### src/rtl/iradf_pkg.sv
// Shared constants and types for the IMU rate and angle frame decoder.
package iradf_pkg;

  localparam int unsigned StoreDepthDefault = 64;
  localparam int unsigned DecimWidth        = 4;
  localparam logic [DecimWidth-1:0] DecimReset = 4'd3;

  localparam int unsigned RateWidth  = 27;
  localparam int unsigned AngleWidth = 24;
  localparam int unsigned TempWidth  = 15;
  localparam int unsigned AxisCount  = 3;

  localparam logic [7:0] HdrSync  = 8'h55;
  localparam logic [7:0] HdrRate  = 8'h52;
  localparam logic [7:0] HdrAngle = 8'h53;

  localparam int unsigned MaxCount = 33;
  localparam int unsigned RatePos  = 11;
  localparam int unsigned AnglePos = 22;
  localparam int unsigned TempPos  = 30;
  localparam int unsigned FrameLo  = RatePos;
  localparam int unsigned FrameHi  = TempPos + 1;

  localparam int unsigned RateGain  = 2000;
  localparam int unsigned AngleGain = 180;
  localparam int unsigned TempOffset = 3625;

  // round(|5*raw| / 17): (m * DivRecip) >> DivShift is exact for m below 2^18
  localparam int unsigned TempMagWidth = 18;
  localparam int unsigned DivShift     = 22;
  localparam int unsigned DivRecip     = 246724;
  localparam int unsigned TempQWidth   = 14;
  localparam int unsigned TempRound    = 8;

  typedef enum logic {
    ModeByte = 1'b0,
    ModeIdle = 1'b1
  } mode_e;

  typedef enum logic {
    StatusOk  = 1'b0,
    StatusErr = 1'b1
  } status_e;

  typedef struct packed {
    logic                          err;
    logic [AxisCount-1:0][15:0]    rate;
    logic [AxisCount-1:0][15:0]    angle;
    logic [15:0]                   temp;
  } frame_t;

  typedef struct packed {
    logic push;
  } fifo_ctl_t;

endpackage

### src/rtl/iradf_front.sv
// Front end: byte capture, write position, idle-event decimation and frame snapshot.
module iradf_front
  import iradf_pkg::*;
#(
  parameter int unsigned STORE_DEPTH = StoreDepthDefault
) (
  input  logic                  clk_i,
  input  logic                  rst_ni,
  input  logic                  in_valid_i,
  output logic                  in_ready_o,
  input  logic                  mode_i,
  input  logic [7:0]            data_byte_i,
  input  logic [DecimWidth-1:0] decim_i,
  input  logic                  fifo_full_i,
  output logic                  push_o,
  output frame_t                frame_o
);

  localparam int unsigned PosWidth = $clog2(STORE_DEPTH);

  logic [PosWidth-1:0]   pos_q, pos_d;
  logic [DecimWidth-1:0] idle_cnt_q, idle_cnt_d, idle_inc;
  logic [7:0]            bytes_q [FrameLo:FrameHi];
  logic                  beat, is_idle, parse, hdr_ok, len_ok;

  assign in_ready_o = !fifo_full_i;
  assign beat       = in_valid_i && in_ready_o;
  assign is_idle    = (mode_e'(mode_i) == ModeIdle);
  assign idle_inc   = idle_cnt_q + 1'b1;
  assign parse      = beat && is_idle && (idle_inc >= decim_i);

  always_comb begin
    pos_d      = pos_q;
    idle_cnt_d = idle_cnt_q;
    if (beat) begin
      if (is_idle) begin
        pos_d      = '0;
        idle_cnt_d = parse ? '0 : idle_inc;
      end else if (pos_q == PosWidth'(STORE_DEPTH - 1)) begin
        pos_d = '0;
      end else begin
        pos_d = pos_q + 1'b1;
      end
    end
  end

  always_ff @(posedge clk_i or negedge rst_ni) begin
    if (!rst_ni) begin
      pos_q      <= '0;
      idle_cnt_q <= '0;
      for (int k = FrameLo; k <= FrameHi; k++) begin
        bytes_q[k] <= '0;
      end
    end else begin
      pos_q      <= pos_d;
      idle_cnt_q <= idle_cnt_d;
      for (int k = FrameLo; k <= FrameHi; k++) begin
        if (beat && !is_idle && pos_q == PosWidth'(k)) begin
          bytes_q[k] <= data_byte_i;
        end
      end
    end
  end

  assign len_ok = (pos_q <= PosWidth'(MaxCount));
  assign hdr_ok = (bytes_q[RatePos] == HdrSync) && (bytes_q[RatePos+1] == HdrRate)
               && (bytes_q[AnglePos] == HdrSync) && (bytes_q[AnglePos+1] == HdrAngle);

  always_comb begin
    frame_o.err = !(len_ok && hdr_ok);
    for (int a = 0; a < AxisCount; a++) begin
      frame_o.rate[a]  = {bytes_q[RatePos + 3 + 2*a], bytes_q[RatePos + 2 + 2*a]};
      frame_o.angle[a] = {bytes_q[AnglePos + 3 + 2*a], bytes_q[AnglePos + 2 + 2*a]};
    end
    frame_o.temp = {bytes_q[TempPos + 1], bytes_q[TempPos]};
  end

  assign push_o = parse;

endmodule

### src/rtl/iradf_fifo.sv
// Two-entry frame queue between front end and back end.
module iradf_fifo
  import iradf_pkg::*;
(
  input  logic      clk_i,
  input  logic      rst_ni,
  input  fifo_ctl_t ctl_i,
  input  frame_t    wr_frame_i,
  output logic      full_o,
  output logic      rd_valid_o,
  input  logic      rd_ready_i,
  output frame_t    rd_frame_o
);

  localparam int unsigned Depth = 2;

  frame_t      mem_q [Depth];
  logic        wr_ptr_q, rd_ptr_q;
  logic [1:0]  cnt_q, cnt_d;
  logic        wr_en, rd_en;

  assign full_o     = (cnt_q == 2'(Depth));
  assign rd_valid_o = (cnt_q != '0);
  assign wr_en      = ctl_i.push && !full_o;
  assign rd_en      = rd_valid_o && rd_ready_i;
  assign rd_frame_o = mem_q[rd_ptr_q];

  always_comb begin
    cnt_d = cnt_q;
    case ({wr_en, rd_en})
      2'b10:   cnt_d = cnt_q + 1'b1;
      2'b01:   cnt_d = cnt_q - 1'b1;
      default: cnt_d = cnt_q;
    endcase
  end

  always_ff @(posedge clk_i) begin
    if (wr_en) begin
      mem_q[wr_ptr_q] <= wr_frame_i;
    end
  end

  always_ff @(posedge clk_i or negedge rst_ni) begin
    if (!rst_ni) begin
      wr_ptr_q <= 1'b0;
      rd_ptr_q <= 1'b0;
      cnt_q    <= '0;
    end else begin
      cnt_q <= cnt_d;
      if (wr_en) wr_ptr_q <= !wr_ptr_q;
      if (rd_en) rd_ptr_q <= !rd_ptr_q;
    end
  end

  a_no_overflow: assert property (@(posedge clk_i) disable iff (!rst_ni)
    ctl_i.push |-> !full_o) else $error("push into full queue");
  a_cnt_bound: assert property (@(posedge clk_i) disable iff (!rst_ni)
    cnt_q <= 2'(Depth)) else $error("queue count out of range");
  a_ptr_match: assert property (@(posedge clk_i) disable iff (!rst_ni)
    (cnt_q == '0 || cnt_q == 2'(Depth)) |-> (wr_ptr_q == rd_ptr_q))
    else $error("queue pointers disagree with count");

endmodule

### src/rtl/iradf_back.sv
// Back end: two-stage scaling pipeline, stage A followed by the output register.
module iradf_back
  import iradf_pkg::*;
(
  input  logic                         clk_i,
  input  logic                         rst_ni,
  input  logic                         in_valid_i,
  output logic                         in_ready_o,
  input  frame_t                       frame_i,
  output logic                         out_valid_o,
  input  logic                         out_ready_i,
  output logic                         status_o,
  output logic signed [RateWidth-1:0]  roll_rate_o,
  output logic signed [RateWidth-1:0]  pitch_rate_o,
  output logic signed [RateWidth-1:0]  yaw_rate_o,
  output logic signed [AngleWidth-1:0] roll_angle_o,
  output logic signed [AngleWidth-1:0] pitch_angle_o,
  output logic signed [AngleWidth-1:0] yaw_angle_o,
  output logic signed [TempWidth-1:0]  temperature_centi_o
);

  localparam int unsigned ProdWidth = TempMagWidth + TempMagWidth;

  // stage A
  logic                                      a_valid_q, a_ready, a_err_q, a_neg_q;
  logic signed [AxisCount-1:0][RateWidth-1:0]  a_rate_q;
  logic signed [AxisCount-1:0][AngleWidth-1:0] a_angle_q;
  logic [TempMagWidth-1:0]                   a_mag_q;
  logic signed [18:0]                        t_n;
  logic [18:0]                               t_abs;

  // stage B / output
  logic                         b_ready;
  logic [ProdWidth-1:0]         b_prod;
  logic [TempQWidth-1:0]        b_q;
  logic signed [TempWidth-1:0]  b_temp;

  assign b_ready    = !out_valid_o || out_ready_i;
  assign a_ready    = !a_valid_q || b_ready;
  assign in_ready_o = a_ready;

  assign t_n   = (19'(signed'(frame_i.temp)) <<< 2) + 19'(signed'(frame_i.temp));
  assign t_abs = t_n[18] ? 19'(-t_n) : 19'(t_n);

  assign b_prod = ProdWidth'(a_mag_q) * ProdWidth'(DivRecip);
  assign b_q    = b_prod[DivShift +: TempQWidth];
  assign b_temp = (a_neg_q ? -TempWidth'(b_q) : TempWidth'(b_q)) + TempWidth'(TempOffset);

  always_ff @(posedge clk_i) begin
    if (in_valid_i && a_ready) begin
      a_err_q <= frame_i.err;
      a_neg_q <= t_n[18];
      a_mag_q <= TempMagWidth'(t_abs) + TempMagWidth'(TempRound);
      for (int a = 0; a < AxisCount; a++) begin
        a_rate_q[a]  <= RateWidth'(signed'(frame_i.rate[a])) * RateWidth'(RateGain);
        a_angle_q[a] <= AngleWidth'(signed'(frame_i.angle[a])) * AngleWidth'(AngleGain);
      end
    end
    if (a_valid_q && b_ready) begin
      status_o            <= a_err_q ? StatusErr : StatusOk;
      roll_rate_o         <= a_err_q ? '0 : a_rate_q[0];
      pitch_rate_o        <= a_err_q ? '0 : a_rate_q[1];
      yaw_rate_o          <= a_err_q ? '0 : a_rate_q[2];
      roll_angle_o        <= a_err_q ? '0 : a_angle_q[0];
      pitch_angle_o       <= a_err_q ? '0 : a_angle_q[1];
      yaw_angle_o         <= a_err_q ? '0 : a_angle_q[2];
      temperature_centi_o <= a_err_q ? '0 : b_temp;
    end
  end

  always_ff @(posedge clk_i or negedge rst_ni) begin
    if (!rst_ni) begin
      a_valid_q   <= 1'b0;
      out_valid_o <= 1'b0;
    end else begin
      if (a_ready)  a_valid_q   <= in_valid_i;
      if (b_ready)  out_valid_o <= a_valid_q;
    end
  end

endmodule

### src/rtl/imu_rate_angle_frame_decoder_unit.sv
// Top level of the IMU rate and angle frame decoder.
// Takes one beat per clock: a received byte or an idle-line event. Bytes are
// tracked by write position; every Nth idle event (N = decimation register,
// 0 acts as 1) snapshots the frame and hands it through a two-entry queue to
// a two-stage scaling pipeline (stage A, then the output register). The input
// stalls only while both queue entries are held, i.e. when results back up
// behind a stalled output; with a free output the block sustains one beat per
// cycle. The decimation register accepts a write every cycle and must only be
// changed while no frame is in flight.
module imu_rate_angle_frame_decoder_unit
  import iradf_pkg::*;
#(
  parameter int unsigned STORE_DEPTH = StoreDepthDefault
) (
  input  logic                         clk_i,
  input  logic                         rst_ni,
  input  logic                         cfg_valid_i,
  output logic                         cfg_ready_o,
  input  logic [DecimWidth-1:0]        cfg_decimation_count_i,
  input  logic                         in_valid_i,
  output logic                         in_ready_o,
  input  logic                         mode_i,
  input  logic [7:0]                   data_byte_i,
  output logic                         out_valid_o,
  input  logic                         out_ready_i,
  output logic                         status_o,
  output logic signed [RateWidth-1:0]  roll_rate_o,
  output logic signed [RateWidth-1:0]  pitch_rate_o,
  output logic signed [RateWidth-1:0]  yaw_rate_o,
  output logic signed [AngleWidth-1:0] roll_angle_o,
  output logic signed [AngleWidth-1:0] pitch_angle_o,
  output logic signed [AngleWidth-1:0] yaw_angle_o,
  output logic signed [TempWidth-1:0]  temperature_centi_o
);

  logic [DecimWidth-1:0] decim_q;
  fifo_ctl_t             fifo_ctl;
  frame_t                wr_frame, rd_frame;
  logic                  push, full, rd_valid, rd_ready;

  assign cfg_ready_o = 1'b1;

  always_ff @(posedge clk_i or negedge rst_ni) begin
    if (!rst_ni) begin
      decim_q <= DecimReset;
    end else if (cfg_valid_i && cfg_ready_o) begin
      decim_q <= cfg_decimation_count_i;
    end
  end

  iradf_front #(
    .STORE_DEPTH(STORE_DEPTH)
  ) u_front (
    .clk_i       (clk_i),
    .rst_ni      (rst_ni),
    .in_valid_i  (in_valid_i),
    .in_ready_o  (in_ready_o),
    .mode_i      (mode_i),
    .data_byte_i (data_byte_i),
    .decim_i     (decim_q),
    .fifo_full_i (full),
    .push_o      (push),
    .frame_o     (wr_frame)
  );

  assign fifo_ctl.push = push;

  iradf_fifo u_fifo (
    .clk_i      (clk_i),
    .rst_ni     (rst_ni),
    .ctl_i      (fifo_ctl),
    .wr_frame_i (wr_frame),
    .full_o     (full),
    .rd_valid_o (rd_valid),
    .rd_ready_i (rd_ready),
    .rd_frame_o (rd_frame)
  );

  iradf_back u_back (
    .clk_i               (clk_i),
    .rst_ni              (rst_ni),
    .in_valid_i          (rd_valid),
    .in_ready_o          (rd_ready),
    .frame_i             (rd_frame),
    .out_valid_o         (out_valid_o),
    .out_ready_i         (out_ready_i),
    .status_o            (status_o),
    .roll_rate_o         (roll_rate_o),
    .pitch_rate_o        (pitch_rate_o),
    .yaw_rate_o          (yaw_rate_o),
    .roll_angle_o        (roll_angle_o),
    .pitch_angle_o       (pitch_angle_o),
    .yaw_angle_o         (yaw_angle_o),
    .temperature_centi_o (temperature_centi_o)
  );

  a_err_zero: assert property (@(posedge clk_i) disable iff (!rst_ni)
    (out_valid_o && status_o) |-> (roll_rate_o == '0 && yaw_angle_o == '0
      && temperature_centi_o == '0)) else $error("error beat carries data");
  a_out_hold: assert property (@(posedge clk_i) disable iff (!rst_ni)
    (out_valid_o && !out_ready_i) |=> (out_valid_o && $stable(temperature_centi_o)))
    else $error("stalled result changed");
  a_stall_full: assert property (@(posedge clk_i) disable iff (!rst_ni)
    !in_ready_o |-> full) else $error("input stalled with queue space");

endmodule

### config.mk
export PLATFORM = sky130hd
export DESIGN_NAME = imu_rate_angle_frame_decoder_unit
export DESIGN_NICKNAME = d
export VERILOG_FILES = /design/src/rtl/iradf_pkg.sv /design/src/rtl/iradf_front.sv /design/src/rtl/iradf_fifo.sv /design/src/rtl/iradf_back.sv /design/src/rtl/imu_rate_angle_frame_decoder_unit.sv
export SDC_FILE = /design/constraint.sdc
export NUM_CORES = 2
export LEC_CHECK = 0
export BUFFER_PORTS_ARGS = -buffer_cell sky130_fd_sc_hd__buf_2
export CORE_UTILIZATION = 67
export CTS_BUF_LIST = sky130_fd_sc_hd__clkbuf_4 sky130_fd_sc_hd__clkbuf_8 sky130_fd_sc_hd__clkbuf_16
export DETAILED_ROUTE_END_ITERATION = 8
export PLACE_DENSITY = 0.84
export SYNTH_ARGS = -nofsm -noshare
export SYNTH_HDL_FRONTEND = slang
export SYNTH_SLANG_ARGS = --single-unit
export TNS_END_PERCENT = 100
### constraint.sdc
create_clock -name clk_i -period 14.2 [get_ports clk_i]
set_input_delay 1.42 -clock clk_i [delete_from_list [all_inputs] [get_ports clk_i]]
set_output_delay 1.42 -clock clk_i [all_outputs]
set_load 0.005 [all_outputs]
==> reports/summary.txt <==
Root buffer cell -> clkbuf_16
Core box area -> 0.0647 mm²
Antenna-violating nets left -> 0
Fin crit share -> 0.581
DR DRC count -> 0
Worst-margin pin slew -> 1.02 ns
Grt ovf -> 0
Total number of vias -> 25,600
Slowest CP cell -> fa_1
Post-CTS setup buffers -> 0
Pin count of the biggest net entering global routing -> 158
Syn avg cell area -> 13.3 µm²
Clk sink count -> 696
Post-synthesis mux area share -> 0.0687
RR Startpoint -> u_back.a_mag_q[3]$_DFFE_PP_
Nets -> 4,293
#FFs+latches synth -> 696
Worst skew pair latency -> 0.61 ns
Hold depth -> 0
Clk slew on worst S/H paths -> 0.06 ns
Die width -> 258 µm
Worst hold-check path type -> flop to flop
Final Setup Violations -> 0
Clock buffer depth -> 3
Routability cong. -> 0.868
FF-to-FF End -> u_back.temperature_centi_o[14]$_SDFFCE_PP0P_
Drt pass-1 iters -> 7
CP max stage delay -> 0.55 ns
Final hold violations -> 0
Critical path class -> flop to flop
Port buffer count -> 170
GRT Overall Usage -> 0.261
H-tree level count -> 3
Destination of the worst hold path -> u_fifo.mem_q[0][105]$_DFFE_PP_
Setup TNS -> 0 ns
Yosys warning count -> 0
CTS Buf Count -> 72
DP HPWL -> 59,600 µm
Initial Util -> 0.681
Crit path top cell by count -> inv_1
Post-synth EDFFs -> 532
Highest Clock Rate -> 121 MHz
Final Max Slew Viols -> 0
Initial antenna violation count -> 2
Footprint of the multi-input gates -> 0.0220 mm²
Dominant synthesized flop cell -> edfxtp_1
Mapped Area -> 0.0440 mm²
Clock Skews -> 0.0192 ns
Vias in the first global route -> 28,400
Share of cells above drive strength 1 -> 0.172
First-pass GRT wire length -> 139,000 µm
Drt wl/cell -> 19.0 µm
Status -> finished clean
RSZ-0062 raised after global routing -> no
Largest family of logic cells by synthesized area -> adder cells
Most frequent cells in the layout -> edfxtp_1 (532), inv_1 (440), ha_1 (409)
Ys async rst share -> 0.236
Vias per cell -> 5.77
Synth Area in Adders -> 0.273
Fin crit period -> 8.25 ns
Die Y -> 258 µm
Synth Area in XOR/XNOR -> 0.0353
Max FO, Critical Path -> 4
Fill count -> 4,002
Max Cap Violations -> 0
FF-to-FF path depth -> 31
1st-iter DRT viols -> 1,360
Final WL -> 84,200 µm
Synthesized netlist cell count -> 3,323
WP data required -> 14.56 ns
Hold-fix buffers at CTS -> 0
Reg area -> 0.0201 mm²
CTS tree -> done
Startpoint Class -> flop
Post-synthesis sequential area ratio -> 0.456
Area fraction in compound gates after synthesis -> 0.0568
Synth Area in Simple Gates -> 0.0635
Crit path arrival time -> 8.62 ns
I/O pin total -> 190
Cts repair resizes -> 0
# rows -> 93
Flop2flop setup slack -> 5.95 ns
Worst Hold Launch -> u_front.frame_o[105]$_DFFE_PN0P_
Critical Path End Type -> flop
Commonest non-fill, non-tap cell in the layout -> edfxtp_1
Number of distinct library cells after synthesis -> 91
Synth-to-layout area growth -> 9.50%
Die area -> 0.0668 mm²
Worst rel slew slack -> 0.315
==> worst max-delay path by stage <==
stage,end,slack (ns),cells after the start,start
6_report,u_back.temperature_centi_o[14]$_SDFFCE_PP0P_,5.95,31,u_back.a_mag_q[3]$_DFFE_PP_
5_1_grt,u_back.temperature_centi_o[14]$_SDFFCE_PP0P_,5.47,31,u_back.a_mag_q[4]$_DFFE_PP_
4_1_cts,u_back.temperature_centi_o[14]$_SDFFCE_PP0P_,5.95,31,u_back.a_mag_q[4]$_DFFE_PP_
3_5_place_dp,u_back.temperature_centi_o[14]$_SDFFCE_PP0P_,5.95,31,u_back.a_mag_q[4]$_DFFE_PP_
3_3_place_gp,u_back.temperature_centi_o[14]$_SDFFCE_PP0P_,6.24,31,u_back.a_mag_q[5]$_DFFE_PP_
2_1_floorplan,u_fifo.cnt_q[1]$_DFFE_PN0P_,3.65,5,out_ready_i
==> cell type report <==
class                      instances  area share
inverter                         442      0.0344
tap                              855      0.0222
antenna                            2    0.000104
multi-input combinational       2129       0.456
sequential                       696       0.417
clock buffer                      94      0.0418
timing repair buffer             181      0.0197
clock inverter                    38     0.00919
==> kinds of logic (layout without fill, tap and decap cells) <==
family | count (synthesis) | in the layout
other | 2 | 21
muxes | 270 | 270
buffers and inverters | 515 | 755
and+or+nand+nor | 536 | 536
adders and majority gates | 753 | 753
xor gates and xnor gates | 175 | 175
DFF | 696 | 696
AOI/OAI and AO/OA | 376 | 376
==> metal layers <==
layer | vias up | global-route usage | share of wire
met2 | 532 | 0.471 | 0.53
met3 | 184 | 0.0361 | 0.039
met5 | - | 0 | 0
li1 | 11900 | - | -
met4 | 0 | 0.0945 | 0.028
met1 | 13000 | 0.319 | 0.40
==> Yosys cell counts, types with 79 or more instances <==
| cell | n | area share |
|---|---|---|
| a21oi_1 | 112 | 0.013 |
| dfrtp_1 | 162 | 0.092 |
| edfxtp_1 | 532 | 0.36 |
| fa_1 | 344 | 0.16 |
| ha_1 | 409 | 0.12 |
| inv_1 | 440 | 0.038 |
| mux2_2 | 251 | 0.064 |
| nand2_1 | 96 | 0.0082 |
| nor2_1 | 121 | 0.010 |
| nor2b_1 | 154 | 0.022 |
| o21ai_0 | 79 | 0.0090 |
| xnor2_1 | 128 | 0.025 |
==> state kept, by name, summed over array words and instances, names as in the netlist, 2 cells and up <==
register / cells
u_back.temperature_centi_o: 15
u_back.a_mag_q: 18
u_back.pitch_rate_o: 23
u_front.idle_cnt_q: 4
u_back.yaw_angle_o: 22
u_front.frame_o: 112
u_back.pitch_angle_o: 22
u_back.yaw_rate_o: 23
u_back.a_rate_q: 69
u_fifo.cnt_q: 2
u_front.bytes_q: 32
decim_q: 4
u_fifo.mem_q: 226
u_back.a_angle_q: 66
u_back.roll_rate_o: 23
u_front.pos_q: 6
u_back.roll_angle_o: 22
==> through the flow <==
step                       util  std cells  setup WS (ns)  area [µm²]  hold slack, ns
after detailed placement  0.707       4303           5.95       45800           0.449
after floorplan               -       3340           3.65       44100           0.437
after CTS                 0.745       4435           5.95       48200           0.459
after global routing      0.745       4437           5.47       48200           0.471
after global placement    0.707       4303           6.24       45800           0.443
final                     0.745       4437           5.95       48200           0.461
==> worst max-delay path: cells and delay by family (launching register included) <==
| family | cells | cell delay (ns) |
|---|---|---|
| mux | 1 | 0.30 |
| buf+inv | 7 | 0.56 |
| fa+ha+maj | 9 | 4.01 |
| xor+xnor | 1 | 0.24 |
| flops | 1 | 0.43 |
| compound gates | 8 | 1.75 |
| simple gates | 5 | 0.72 |
Power is not shown: default switching activity piles up to over one toggle a cycle in this logic, so the estimate is an artifact.
